===== config.mk =====
export PLATFORM = sky130hd
export DESIGN_NAME = bilinear_map_lookup
export DESIGN_NICKNAME = d
export VERILOG_FILES = /design/src/rtl/bml_pkg.sv /design/src/rtl/bml_ram.sv /design/src/rtl/bml_interp.sv /design/src/rtl/bilinear_map_lookup.sv
export SDC_FILE = /design/constraint.sdc
export NUM_CORES = 2
export LEC_CHECK = 0
export BUFFER_PORTS_ARGS = -buffer_cell sky130_fd_sc_hd__buf_2
export CORE_MARGIN = 2
export CORE_UTILIZATION = 63
export CTS_CLUSTER_SIZE = 40
export DETAILED_ROUTE_END_ITERATION = 6
export PLACE_DENSITY_LB_ADDON = 0.12
export SYNTH_ARGS = -nofsm -noshare
export SYNTH_HDL_FRONTEND = slang
export SYNTH_SLANG_ARGS = --single-unit
export TNS_END_PERCENT = 5

===== constraint.sdc =====
create_clock -name clk -period 13.9 [get_ports clk]
set_clock_uncertainty 0.2 [all_clocks]
set_input_delay 0.695 -clock clk [delete_from_list [all_inputs] [get_ports clk]]
set_output_delay 0.695 -clock clk [all_outputs]
set_load 0.01 [all_outputs]

===== src/rtl/bml_pkg.sv =====
`timescale 1ns / 1ps
`default_nettype none
// ----------------------------------------------------------------------------
// bml_pkg: shared types and constants of the bilinear map lookup
// Item modes, field widths, the value range and the sequencer states.
// ----------------------------------------------------------------------------
package bml_pkg;

    localparam int XW      = 15;
    localparam int YW      = 8;
    localparam int CELL_W  = 8;
    localparam int VAL_W   = 9;
    localparam int IDX_W   = 4;
    localparam int DEF_COLS = 16;
    localparam int DEF_ROWS = 16;

    localparam logic [1:0] MODE_CELL  = 2'd0;
    localparam logic [1:0] MODE_XAXIS = 2'd1;
    localparam logic [1:0] MODE_YAXIS = 2'd2;
    localparam logic [1:0] MODE_LOOK  = 2'd3;

    localparam logic signed [VAL_W-1:0] VALUE_MIN = -9'sd128;
    localparam logic signed [VAL_W-1:0] VALUE_MAX = 9'sd255;

    typedef enum logic [3:0] {
        ST_IDLE,
        ST_XSCAN,
        ST_YSCAN,
        ST_CELL,
        ST_CWAIT,
        ST_DIV,
        ST_OUT
    } bml_state_t;

    // request to the divider and its answer
    typedef struct packed {
        logic                     start;
        logic signed [XW:0]       dx;    // x - x1
        logic signed [XW:0]       span;  // x2 - x1
        logic signed [VAL_W-1:0]  y1;
        logic signed [VAL_W-1:0]  y2;
    } bml_div_req_t;

    typedef struct packed {
        logic                     done;
        logic signed [VAL_W-1:0]  res;
    } bml_div_rsp_t;

endpackage

`default_nettype wire


===== src/rtl/bml_ram.sv =====
`timescale 1ns / 1ps
`default_nettype none
// ----------------------------------------------------------------------------
// bml_ram: generic single-port synchronous RAM
// One access a cycle, a write also reading the old entry; read data registered.
// ----------------------------------------------------------------------------
module bml_ram #(
    parameter int WIDTH = 8,
    parameter int DEPTH = 256
) (
    input  wire logic                     clk,
    input  wire logic                     we,
    input  wire logic [$clog2(DEPTH)-1:0] addr,
    input  wire logic [WIDTH-1:0]         wdata,
    output logic      [WIDTH-1:0]         rdata
);

    logic [WIDTH-1:0] mem [DEPTH];

    // write the addressed entry when enabled, and read it every cycle
    always_ff @(posedge clk)
    begin
        if (we)
        begin
            mem[addr] <= wdata;
        end
        rdata <= mem[addr];
    end

endmodule

`default_nettype wire


===== src/rtl/bml_interp.sv =====
`timescale 1ns / 1ps
`default_nettype none
// ----------------------------------------------------------------------------
// bml_interp: one linear interpolation step
// Computes y1 + (dx*(y2-y1))/span truncated toward zero, saturated to the
// value range, by restoring division one quotient bit per cycle.
// ----------------------------------------------------------------------------
module bml_interp
    import bml_pkg::*;
(
    input  wire logic         clk,
    input  wire logic         rst_n,
    input  wire bml_div_req_t req,
    output bml_div_rsp_t      rsp
);

    // |dx| < 2^15, |y2-y1| < 2^9: product magnitude below 2^25
    localparam int PW = 26;
    localparam int CW = $clog2(PW + 1);

    logic              busy_reg;
    logic [CW-1:0]     cnt_reg;
    logic [PW-1:0]     num_reg;
    logic [PW-1:0]     rem_reg;
    logic [XW:0]       den_reg;
    logic              neg_reg;
    logic              zero_reg;
    logic signed [VAL_W-1:0] y1_reg;
    logic signed [VAL_W-1:0] res_reg;
    logic              done_reg;
    logic              fin_reg;

    logic signed [PW-1:0]  prod;
    logic signed [VAL_W:0] dy;
    logic [PW-1:0]         rem_sh;
    logic [PW:0]           trial;
    logic signed [PW+1:0]  sum;
    logic [XW:0]           span_abs;

    assign dy       = {req.y2[VAL_W-1], req.y2} - {req.y1[VAL_W-1], req.y1};
    assign prod     = PW'(req.dx) * PW'(dy);
    assign span_abs = req.span[XW] ? (XW+1)'(-req.span) : req.span;
    assign rem_sh   = {rem_reg[PW-2:0], num_reg[PW-1]};
    assign trial    = {1'b0, rem_sh} - {(PW-XW)'(0), den_reg};

    // apply sign to quotient and add y1
    assign sum = (neg_reg ? -$signed({2'b00, num_reg}) : $signed({2'b00, num_reg}))
                 + (PW+2)'(y1_reg);

    always_ff @(posedge clk or negedge rst_n)
    begin
        if (!rst_n)
        begin
            busy_reg <= 1'b0;
            done_reg <= 1'b0;
            fin_reg  <= 1'b0;
            cnt_reg  <= '0;
        end
        else
        begin
            done_reg <= 1'b0;
            fin_reg  <= 1'b0;
            if (req.start)
            begin
                busy_reg <= (req.span != '0);
                fin_reg  <= (req.span == '0);
                cnt_reg  <= CW'(PW);
            end
            else if (busy_reg)
            begin
                cnt_reg <= cnt_reg - 1'b1;
                if (cnt_reg == CW'(1))
                begin
                    busy_reg <= 1'b0;
                    fin_reg  <= 1'b1;
                end
            end
            if (fin_reg)
            begin
                done_reg <= 1'b1;
            end
        end
    end

    // load operands, then shift one quotient bit per cycle
    always_ff @(posedge clk)
    begin
        if (req.start)
        begin
            num_reg  <= prod[PW-1] ? PW'(-prod) : prod;
            neg_reg  <= prod[PW-1] ^ req.span[XW];
            den_reg  <= span_abs;
            rem_reg  <= '0;
            zero_reg <= (req.span == '0);
            y1_reg   <= req.y1;
        end
        else if (busy_reg)
        begin
            if (!trial[PW])
            begin
                rem_reg <= trial[PW-1:0];
                num_reg <= {num_reg[PW-2:0], 1'b1};
            end
            else
            begin
                rem_reg <= rem_sh;
                num_reg <= {num_reg[PW-2:0], 1'b0};
            end
        end
        else if (fin_reg)
        begin
            if (zero_reg)
                res_reg <= y1_reg;
            else if (sum < (PW+2)'(VALUE_MIN))
                res_reg <= VALUE_MIN;
            else if (sum > (PW+2)'(VALUE_MAX))
                res_reg <= VALUE_MAX;
            else
                res_reg <= sum[VAL_W-1:0];
        end
    end

    assign rsp = {done_reg, res_reg};

endmodule

`default_nettype wire


===== src/rtl/bilinear_map_lookup.sv =====
`timescale 1ns / 1ps
`default_nettype none
// ----------------------------------------------------------------------------
// bilinear_map_lookup: 2-D calibration map with bilinear interpolation
// Cell grid and both axes live in single-port RAMs; a sequencer scans the
// axes, reads four cells and runs up to three interpolation steps.
// ----------------------------------------------------------------------------
// Write items give no result. A lookup scans the X axis
// (COLS reads) and the Y axis (ROWS reads) one entry a cycle through the
// axis RAM ports, reads four cells from the cell RAM, then runs up to
// three interpolation steps on one shared restoring divider. The next
// item can be taken in the same cycle in which the result is first
// offered. One item is in work at a time; while a finished result waits
// in the output register, writes are still taken but a lookup is held.
// Cells read as signed bytes when cells_signed is set.
module bilinear_map_lookup
    import bml_pkg::*;
#(
    parameter int COLS = DEF_COLS,
    parameter int ROWS = DEF_ROWS
) (
    input  wire logic        clk,
    input  wire logic        rst_n,
    input  wire logic        cfg_valid,
    output logic             cfg_ready,
    input  wire logic        cfg_data,      // cells_signed
    input  wire logic        s_tvalid,
    output logic             s_tready,
    // [1:0] mode, [5:2] row, [9:6] col, [24:10] write_data,
    // [39:25] query_x, [47:40] query_y
    input  wire logic [47:0] s_tdata,
    output logic             m_tvalid,
    input  wire logic        m_tready,
    output logic [15:0]      m_tdata        // [8:0] value
);

    localparam int CA = $clog2(COLS);
    localparam int RA = $clog2(ROWS);
    localparam int MA = RA + CA;

    logic [1:0]      in_mode;
    logic [IDX_W-1:0] in_row, in_col;
    logic [XW-1:0]   in_wd, in_qx;
    logic [YW-1:0]   in_qy;
    assign in_mode = s_tdata[1:0];
    assign in_row  = s_tdata[5:2];
    assign in_col  = s_tdata[9:6];
    assign in_wd   = s_tdata[24:10];
    assign in_qx   = s_tdata[39:25];
    assign in_qy   = s_tdata[47:40];

    bml_state_t state_reg, state_next;
    logic       sgn_reg;
    logic [XW-1:0] qx_reg;
    logic [YW-1:0] qy_reg;
    logic [CA:0]   xi_reg, xi_next;   // scan counter, reaches COLS
    logic [RA:0]   yi_reg, yi_next;
    logic [CA-1:0] xl_reg, xh_reg;
    logic [RA-1:0] yl_reg, yh_reg;
    logic          xf_reg, yf_reg;    // bracket found
    logic [XW-1:0] xprev_reg, x1_reg, x2_reg;
    logic [YW-1:0] yprev_reg, y1_reg, y2_reg;
    logic [2:0]    ci_reg;            // cell read / step index
    logic signed [VAL_W-1:0] q_reg [4];
    logic signed [VAL_W-1:0] r1_reg;
    logic          out_v_reg;
    logic [VAL_W-1:0] out_reg;

    logic            xa_we, ya_we, cs_we;
    logic [CA-1:0]   xa_addr;
    logic [RA-1:0]   ya_addr;
    logic [MA-1:0]   cs_addr;
    logic [XW-1:0]   xa_rd;
    logic [YW-1:0]   ya_rd;
    logic [CELL_W-1:0] cs_rd;
    logic            accept;
    logic            is_look;
    bml_div_req_t    dreq;
    bml_div_rsp_t    drsp;

    assign accept  = s_tvalid && s_tready;
    assign is_look = (in_mode == MODE_LOOK);
    assign s_tready = (state_reg == ST_IDLE) && !(out_v_reg && !m_tready && is_look);
    assign cfg_ready = 1'b1;

    // configuration register
    always_ff @(posedge clk or negedge rst_n)
    begin
        if (!rst_n)
            sgn_reg <= 1'b0;
        else if (cfg_valid)
            sgn_reg <= cfg_data;
    end

    // memory ports: writes from the item, reads from the sequencer
    assign xa_we = accept && in_mode == MODE_XAXIS && 32'(in_col) < COLS;
    assign ya_we = accept && in_mode == MODE_YAXIS && 32'(in_row) < ROWS;
    assign cs_we = accept && in_mode == MODE_CELL
                   && 32'(in_row) < ROWS && 32'(in_col) < COLS;

    always_comb
    begin
        // a lookup starts its X scan at entry 0
        xa_addr = (state_reg == ST_IDLE && !is_look) ? CA'(in_col) : xi_next[CA-1:0];
        ya_addr = (state_reg == ST_IDLE) ? RA'(in_row) : yi_next[RA-1:0];
        if (state_reg == ST_IDLE)
            cs_addr = {RA'(in_row), CA'(in_col)};
        else
        begin
            case (ci_reg[1:0])
                2'd0:    cs_addr = {yl_reg, xl_reg};
                2'd1:    cs_addr = {yl_reg, xh_reg};
                2'd2:    cs_addr = {yh_reg, xl_reg};
                default: cs_addr = {yh_reg, xh_reg};
            endcase
        end
    end

    bml_ram #(.WIDTH(XW), .DEPTH(1 << CA)) u_xaxis (
        .clk(clk), .we(xa_we), .addr(xa_addr), .wdata(in_wd), .rdata(xa_rd));
    bml_ram #(.WIDTH(YW), .DEPTH(1 << RA)) u_yaxis (
        .clk(clk), .we(ya_we), .addr(ya_addr), .wdata(in_wd[YW-1:0]),
        .rdata(ya_rd));
    bml_ram #(.WIDTH(CELL_W), .DEPTH(1 << MA)) u_cells (
        .clk(clk), .we(cs_we), .addr(cs_addr), .wdata(in_wd[CELL_W-1:0]),
        .rdata(cs_rd));

    bml_interp u_interp (.clk(clk), .rst_n(rst_n), .req(dreq), .rsp(drsp));

    // steps: 0 = row yl on X (on Y if X clamped), 1 = row yh on X, 2 = on Y
    logic x_edge, y_edge;
    assign x_edge = (xl_reg == xh_reg);
    assign y_edge = (yl_reg == yh_reg);

    // next state
    always_comb
    begin
        state_next = state_reg;
        xi_next    = xi_reg;
        yi_next    = yi_reg;
        dreq       = '0;
        case (state_reg)
            ST_IDLE:
            begin
                xi_next = '0;
                yi_next = '0;
                if (accept && is_look)
                    state_next = ST_XSCAN;
            end
            ST_XSCAN:
            begin
                xi_next = xi_reg + 1'b1;
                if (xi_reg == (CA+1)'(COLS - 1))
                    state_next = ST_YSCAN;
            end
            ST_YSCAN:
            begin
                yi_next = yi_reg + 1'b1;
                if (yi_reg == (RA+1)'(ROWS - 1))
                    state_next = ST_CELL;
            end
            ST_CELL:
            begin
                state_next = ST_CWAIT;
            end
            ST_CWAIT:
            begin
                if (ci_reg == 3'd4)
                begin
                    if (x_edge && y_edge)
                        state_next = ST_OUT;
                    else
                    begin
                        state_next = ST_DIV;
                        dreq.start = 1'b1;
                        if (x_edge)
                        begin
                            dreq.dx   = (XW+1)'(qy_reg) - (XW+1)'(y1_reg);
                            dreq.span = (XW+1)'(y2_reg) - (XW+1)'(y1_reg);
                            dreq.y1   = q_reg[0];
                            dreq.y2   = q_reg[2];
                        end
                        else
                        begin
                            dreq.dx   = (XW+1)'(qx_reg) - (XW+1)'(x1_reg);
                            dreq.span = (XW+1)'(x2_reg) - (XW+1)'(x1_reg);
                            dreq.y1   = q_reg[0];
                            dreq.y2   = q_reg[1];
                        end
                    end
                end
                else
                    state_next = ST_CELL;
            end
            ST_DIV:
            begin
                if (drsp.done)
                begin
                    if (x_edge || y_edge || ci_reg == 3'd6)
                        state_next = ST_OUT;
                    else
                    begin
                        dreq.start = 1'b1;
                        if (ci_reg == 3'd4)
                        begin
                            dreq.dx   = (XW+1)'(qx_reg) - (XW+1)'(x1_reg);
                            dreq.span = (XW+1)'(x2_reg) - (XW+1)'(x1_reg);
                            dreq.y1   = q_reg[2];
                            dreq.y2   = q_reg[3];
                        end
                        else
                        begin
                            dreq.dx   = (XW+1)'(qy_reg) - (XW+1)'(y1_reg);
                            dreq.span = (XW+1)'(y2_reg) - (XW+1)'(y1_reg);
                            dreq.y1   = r1_reg;
                            dreq.y2   = drsp.res;
                        end
                    end
                end
            end
            ST_OUT:
            begin
                if (!out_v_reg || m_tready)
                    state_next = ST_IDLE;
            end
            default:
            begin
                state_next = ST_IDLE;
            end
        endcase
    end

    always_ff @(posedge clk or negedge rst_n)
    begin
        if (!rst_n)
        begin
            state_reg <= ST_IDLE;
            out_v_reg <= 1'b0;
        end
        else
        begin
            state_reg <= state_next;
            if (state_reg == ST_OUT && (!out_v_reg || m_tready))
                out_v_reg <= 1'b1;
            else if (m_tready)
                out_v_reg <= 1'b0;
        end
    end

    // search, cell fetch and result datapath
    always_ff @(posedge clk)
    begin
        xi_reg <= xi_next;
        yi_reg <= yi_next;
        case (state_reg)
            ST_IDLE:
            begin
                qx_reg <= in_qx;
                qy_reg <= in_qy;
                xf_reg <= 1'b0;
                yf_reg <= 1'b0;
                ci_reg <= '0;
            end
            ST_XSCAN:
            begin
                // xa_rd holds entry xi_reg
                xprev_reg <= xa_rd;
                if (xi_reg == '0)
                begin
                    if (qx_reg <= xa_rd)
                    begin
                        xl_reg <= '0; xh_reg <= '0; xf_reg <= 1'b1;
                        x1_reg <= xa_rd; x2_reg <= xa_rd;
                    end
                end
                else if (xi_reg == (CA+1)'(COLS - 1) && qx_reg >= xa_rd
                         && !(xf_reg && xl_reg == xh_reg))
                begin
                    // clamp high over any bracket, unless clamped low
                    xl_reg <= xi_reg[CA-1:0]; xh_reg <= xi_reg[CA-1:0];
                    x1_reg <= xa_rd; x2_reg <= xa_rd;
                end
                else if (!xf_reg)
                begin
                    if ((qx_reg >= xprev_reg && qx_reg < xa_rd)
                        || xi_reg == (CA+1)'(COLS - 1))
                    begin
                        xl_reg <= CA'(xi_reg - 1'b1); xh_reg <= xi_reg[CA-1:0];
                        x1_reg <= xprev_reg; x2_reg <= xa_rd;
                        xf_reg <= 1'b1;
                    end
                end
            end
            ST_YSCAN:
            begin
                yprev_reg <= ya_rd;
                if (yi_reg == '0)
                begin
                    if (qy_reg <= ya_rd)
                    begin
                        yl_reg <= '0; yh_reg <= '0; yf_reg <= 1'b1;
                        y1_reg <= ya_rd; y2_reg <= ya_rd;
                    end
                end
                else if (yi_reg == (RA+1)'(ROWS - 1) && qy_reg >= ya_rd
                         && !(yf_reg && yl_reg == yh_reg))
                begin
                    // clamp high over any bracket, unless clamped low
                    yl_reg <= yi_reg[RA-1:0]; yh_reg <= yi_reg[RA-1:0];
                    y1_reg <= ya_rd; y2_reg <= ya_rd;
                end
                else if (!yf_reg)
                begin
                    if ((qy_reg >= yprev_reg && qy_reg < ya_rd)
                        || yi_reg == (RA+1)'(ROWS - 1))
                    begin
                        yl_reg <= RA'(yi_reg - 1'b1); yh_reg <= yi_reg[RA-1:0];
                        y1_reg <= yprev_reg; y2_reg <= ya_rd;
                        yf_reg <= 1'b1;
                    end
                end
            end
            ST_CELL:
            begin
                ci_reg <= ci_reg + 1'b1;
            end
            ST_CWAIT:
            begin
                q_reg[ci_reg[1:0] - 2'd1] <= sgn_reg
                    ? VAL_W'($signed(cs_rd)) : VAL_W'({1'b0, cs_rd});
                if (ci_reg == 3'd4)
                    out_reg <= q_reg[0];
            end
            ST_DIV:
            begin
                if (drsp.done)
                begin
                    ci_reg  <= ci_reg + 1'b1;
                    r1_reg  <= drsp.res;
                    out_reg <= drsp.res;
                end
            end
            default:
            begin
            end
        endcase
    end

    // hold the finished value until its transfer
    logic [VAL_W-1:0] m_val_reg;
    always_ff @(posedge clk)
    begin
        if (state_reg == ST_OUT && (!out_v_reg || m_tready))
            m_val_reg <= out_reg;
    end

    assign m_tvalid = out_v_reg;
    assign m_tdata  = {{(16 - VAL_W){1'b0}}, m_val_reg};

    // no item taken outside idle
    a_ready_idle: assert property (@(posedge clk) disable iff (!rst_n)
        s_tready |-> state_reg == ST_IDLE)
        else $error("item taken while busy");
    // a result is only raised from the output state
    a_out_src: assert property (@(posedge clk) disable iff (!rst_n)
        $rose(m_tvalid) |-> $past(state_reg) == ST_OUT)
        else $error("result without lookup");
    // divider answers only during the divide state
    a_div_state: assert property (@(posedge clk) disable iff (!rst_n)
        drsp.done |-> state_reg == ST_DIV)
        else $error("stray divider result");

endmodule

`default_nettype wire


==> results.json <==
{
  "leakage_nw": 44.1,
  "totalWireLength_mm": 281,
  "synth_xor_area_share_pct": 1.38,
  "start_util_pct": 63.5,
  "gp_congestion": 0.939,
  "top_regs": "u_cells.mem x2048, u_xaxis.mem x240, u_yaxis.mem x128",
  "io_pins": 73,
  "drt.antenna.violating_nets": 0,
  "tightestPinTransition_ns": 1.38,
  "vias": 64121,
  "cp.depth": 36,
  "fin_nets": 7468,
  "synth_top_family_by_area": "multiplexers",
  "synthDistinctLibCells": 95,
  "required_ns": 14.31,
  "insertion_delay_ns": 0.92,
  "clockBufferDepth": 4,
  "yosys-top-cells-area": "edfxtp_1, mux4_2, fa_1",
  "holdPathStages": 1,
  "outcome": "finished, final reports clean",
  "place_hpwl_mm": 172,
  "avgSynthCellArea_sq_um": 17.2,
  "drt_drc_violations_left": 0,
  "ir_worst_vdd_uv": 136,
  "cts_tree": "yes",
  "largest-register": "u_cells.mem",
  "cap_violations": 0,
  "antenna_found_initial": 6,
  "power.density_nw_per_um2": 125,
  "cp-end-kind": "flip-flop",
  "synth_compound_area_share_pct": 5.58,
  "cp.arrival_ns": 12.13,
  "yosys.area_share.adder_pct": 4.84,
  "hold_class": "input port to flip-flop",
  "finalCritPeriodShare_pct": 84.3,
  "wl_per_cell_microns": 28.9,
  "synthMuxAreaShare_pct": 12.3,
  "die_h_microns": 437,
  "postSynthCellCount": 6885,
  "core_sq_um": 186000,
  "vias_per_cell": 6.60,
  "grt_max_degree": 193,
  "r2r_cells": 36,
  "grtUsageTotal_pct": 29.6,
  "largest_reg_flops": 2048,
  "cts_root_buf": "clkbuf_16",
  "finalSetupViolCount": 0,
  "clk_transition_reported_paths_ns": 0.06,
  "crit_path_top_delay_cell": "xor2_1",
  "drive_above_1_share_pct": 17.0,
  "port_buffers": 64,
  "synth_flop_cell": "edfxtp_1",
  "grt_pass1_vias": 63653,
  "fin_crit_ns": 11.72,
  "grt-ovfl-total": 0,
  "max_stage_delay_ns": 1.06,
  "relSlewSlack_pct": 7.19,
  "cts.sinks": 2733,
  "dieArea_sq_um": 191000,
  "synth_simple_gate_area_share_pct": 4.83,
  "rsz0062_at_grt": "no",
  "synth_area_leader_cell": "edfxtp_1",
  "cts_resized": 0,
  "cts-buffers-inserted": 286,
  "crit_top_cell": "fa_1",
  "drv_slew": 0,
  "critPathKind": "flip-flop to flip-flop",
  "tns_ns": 0,
  "finalHoldViolCount": 0,
  "cp_num_buf_inv": 3,
  "synth-edff-count": 2656,
  "critPathTopFamily": "compound AO/OA/AOI/OAI gates",
  "max_freq_mhz": 85.3,
  "worst_setup_path_start_kind": "flip-flop",
  "rows": 158,
  "async_flop_share_pct": 0.476,
  "h-tree-depth": 5,
  "dieWidth_microns": 437,
  "yosys_warnings": 0,
  "synthesis.area_sq_um": 118000,
  "grt_pass1_wl_mm": 418,
  "area.growth.synth_to_final_pct": 10.2,
  "power.total_w": 0.0163,
  "yosysTopAreaCellShare_pct": 67.5,
  "yosys_register_bits": 2733,
  "dr.pass1.iters": 6,
  "synth.yosys.seq_area_share_pct": 68.8,
  "drtIter0Drc": 7230,
  "timing.critical_path.fanout_max": 20
}
-- placed cells by master (no fill, tap or decap), drive strengths merged, types with 24 or more instances in the layout --
| master | instances |
|---|---|
| a211oi | 53 |
| a21o | 57 |
| a21oi | 253 |
| a22oi | 266 |
| a31oi | 41 |
| and2 | 31 |
| buf | 164 |
| clkbuf | 349 |
| clkinv | 105 |
| dfxtp | 64 |
| dlygate4sd3 | 34 |
| edfxtp | 2656 |
| fa | 147 |
| ha | 222 |
| inv | 340 |
| mux2i | 69 |
| mux4 | 604 |
| nand2 | 296 |
| nand2b | 60 |
| nand3 | 40 |
| nand4 | 30 |
| nor2 | 542 |
| nor2b | 57 |
| nor3 | 40 |
| nor4 | 35 |
| o21a | 43 |
| o21ai | 141 |
| or2 | 24 |
| or3 | 25 |
| xnor2 | 106 |
| xor2 | 79 |
-- metal layers --
layer,up-vias,GRT usage (%),routed length [microns]
met3,503,5.63,25900
met2,3112,45.2,132000
met4,4,8.99,8460
met5,-,0,32
met1,33146,44.3,115000
li1,27356,-,-
-- Yosys cell counts (all sizes together), types with 53 or more instances --
cell and instances:
nand2b 60, xnor2 106, o21ai 141, fa 147, edfxtp 2656, a22oi 266, nor2 542, nand2 296
mux4 604, clkbuf 214, a21o 57, ha 222, nor2b 57, dfxtp 64, xor2 79, a211oi 53
buf 118, inv 334, mux2i 69, a21oi 253
-- timing repair --
item,4_1_cts,5_1_grt
setup buffers,0,0
hold buffers,34,0
hold endpoints to repair,150,0
-- kinds of logic (layout without fill, tap and decap cells) --
logic type               count (synthesis)  in the layout
flip-flops                            2733           2733
AND/OR/NAND/NOR                       1242           1242
AO/OA/AOI/OAI                          995            995
multiplexers                           692            692
buffers and inverters                  667           1009
adder cells (fa/ha/maj)                369            369
XOR/XNOR                               185            185
other                                    2             11
-- worst reg2reg max path: cells and delay by family (launching register included) --
kind                     cells  cell delay, ns
adder cells (fa/ha/maj)      8            3.12
XOR/XNOR                     2            1.31
AO/OA/AOI/OAI               13            3.25
AND/OR/NAND/NOR             10            2.84
flip-flops                   1            0.56
buffers and inverters        3            0.14
-- area by class of cell --
class / count / area [sq um]
clock buffers: 349 / 7620
flip-flops and latches: 2733 / 81400
multi-input cells: 3491 / 34400
repair buffers: 198 / 1620
inverters: 335 / 1260
well taps: 2480 / 3100
clock inverters: 127 / 906
fillers: 11589 / 55800
diodes: 3 / 7.51
-- power by group --
group / internal [W] / total [W] / leakage, nW / switching (W)
combinational: 0.0000177 / 0.000142 / 15.4 / 0.000124
sequential: 0.00902 / 0.00902 / 24.5 / 0.000000536
clock: 0.00409 / 0.00712 / 4.18 / 0.00302
total: 0.0131 / 0.0163 / 44.1 / 0.00315
-- worst paths after layout --
path	start	to	slack, ns
max in group asynchronous	rst_n	u_interp.fin_reg$_DFF_PN0_	13.05
setup reg to reg	state_reg[1]$_DFFE_PN0P_	u_interp.num_reg[12]$_DFFE_PP_	2.18
hold / removal	s_tdata[14]	u_xaxis.mem[1][4]$_DFFE_PP_	0.05
hold reg to reg	u_interp.fin_reg$_DFF_PN0_	u_interp.done_reg$_DFF_PN0_	0.25
setup / recovery	state_reg[1]$_DFFE_PN0P_	u_interp.num_reg[12]$_DFFE_PP_	2.18
min in group asynchronous	rst_n	state_reg[2]$_DFFE_PN0P_	0.13
-- per-stage QoR --
stage	cell area [sq um]	hold slack [ns]	utilization (%)	setup slack, ns	cells
after global routing	130000	0.0599	70.0	1.28	9714
after floorplan	118000	0.154	-	3.88	6891
after global placement	121000	0.256	65.2	2.57	9203
final	130000	0.0499	70.0	2.18	9716
after CTS	130000	0.0302	70.0	2.33	9713
after detailed placement	121000	0.244	65.2	2.41	9203
No activity file was read; power rests on OpenSTA's default activity.
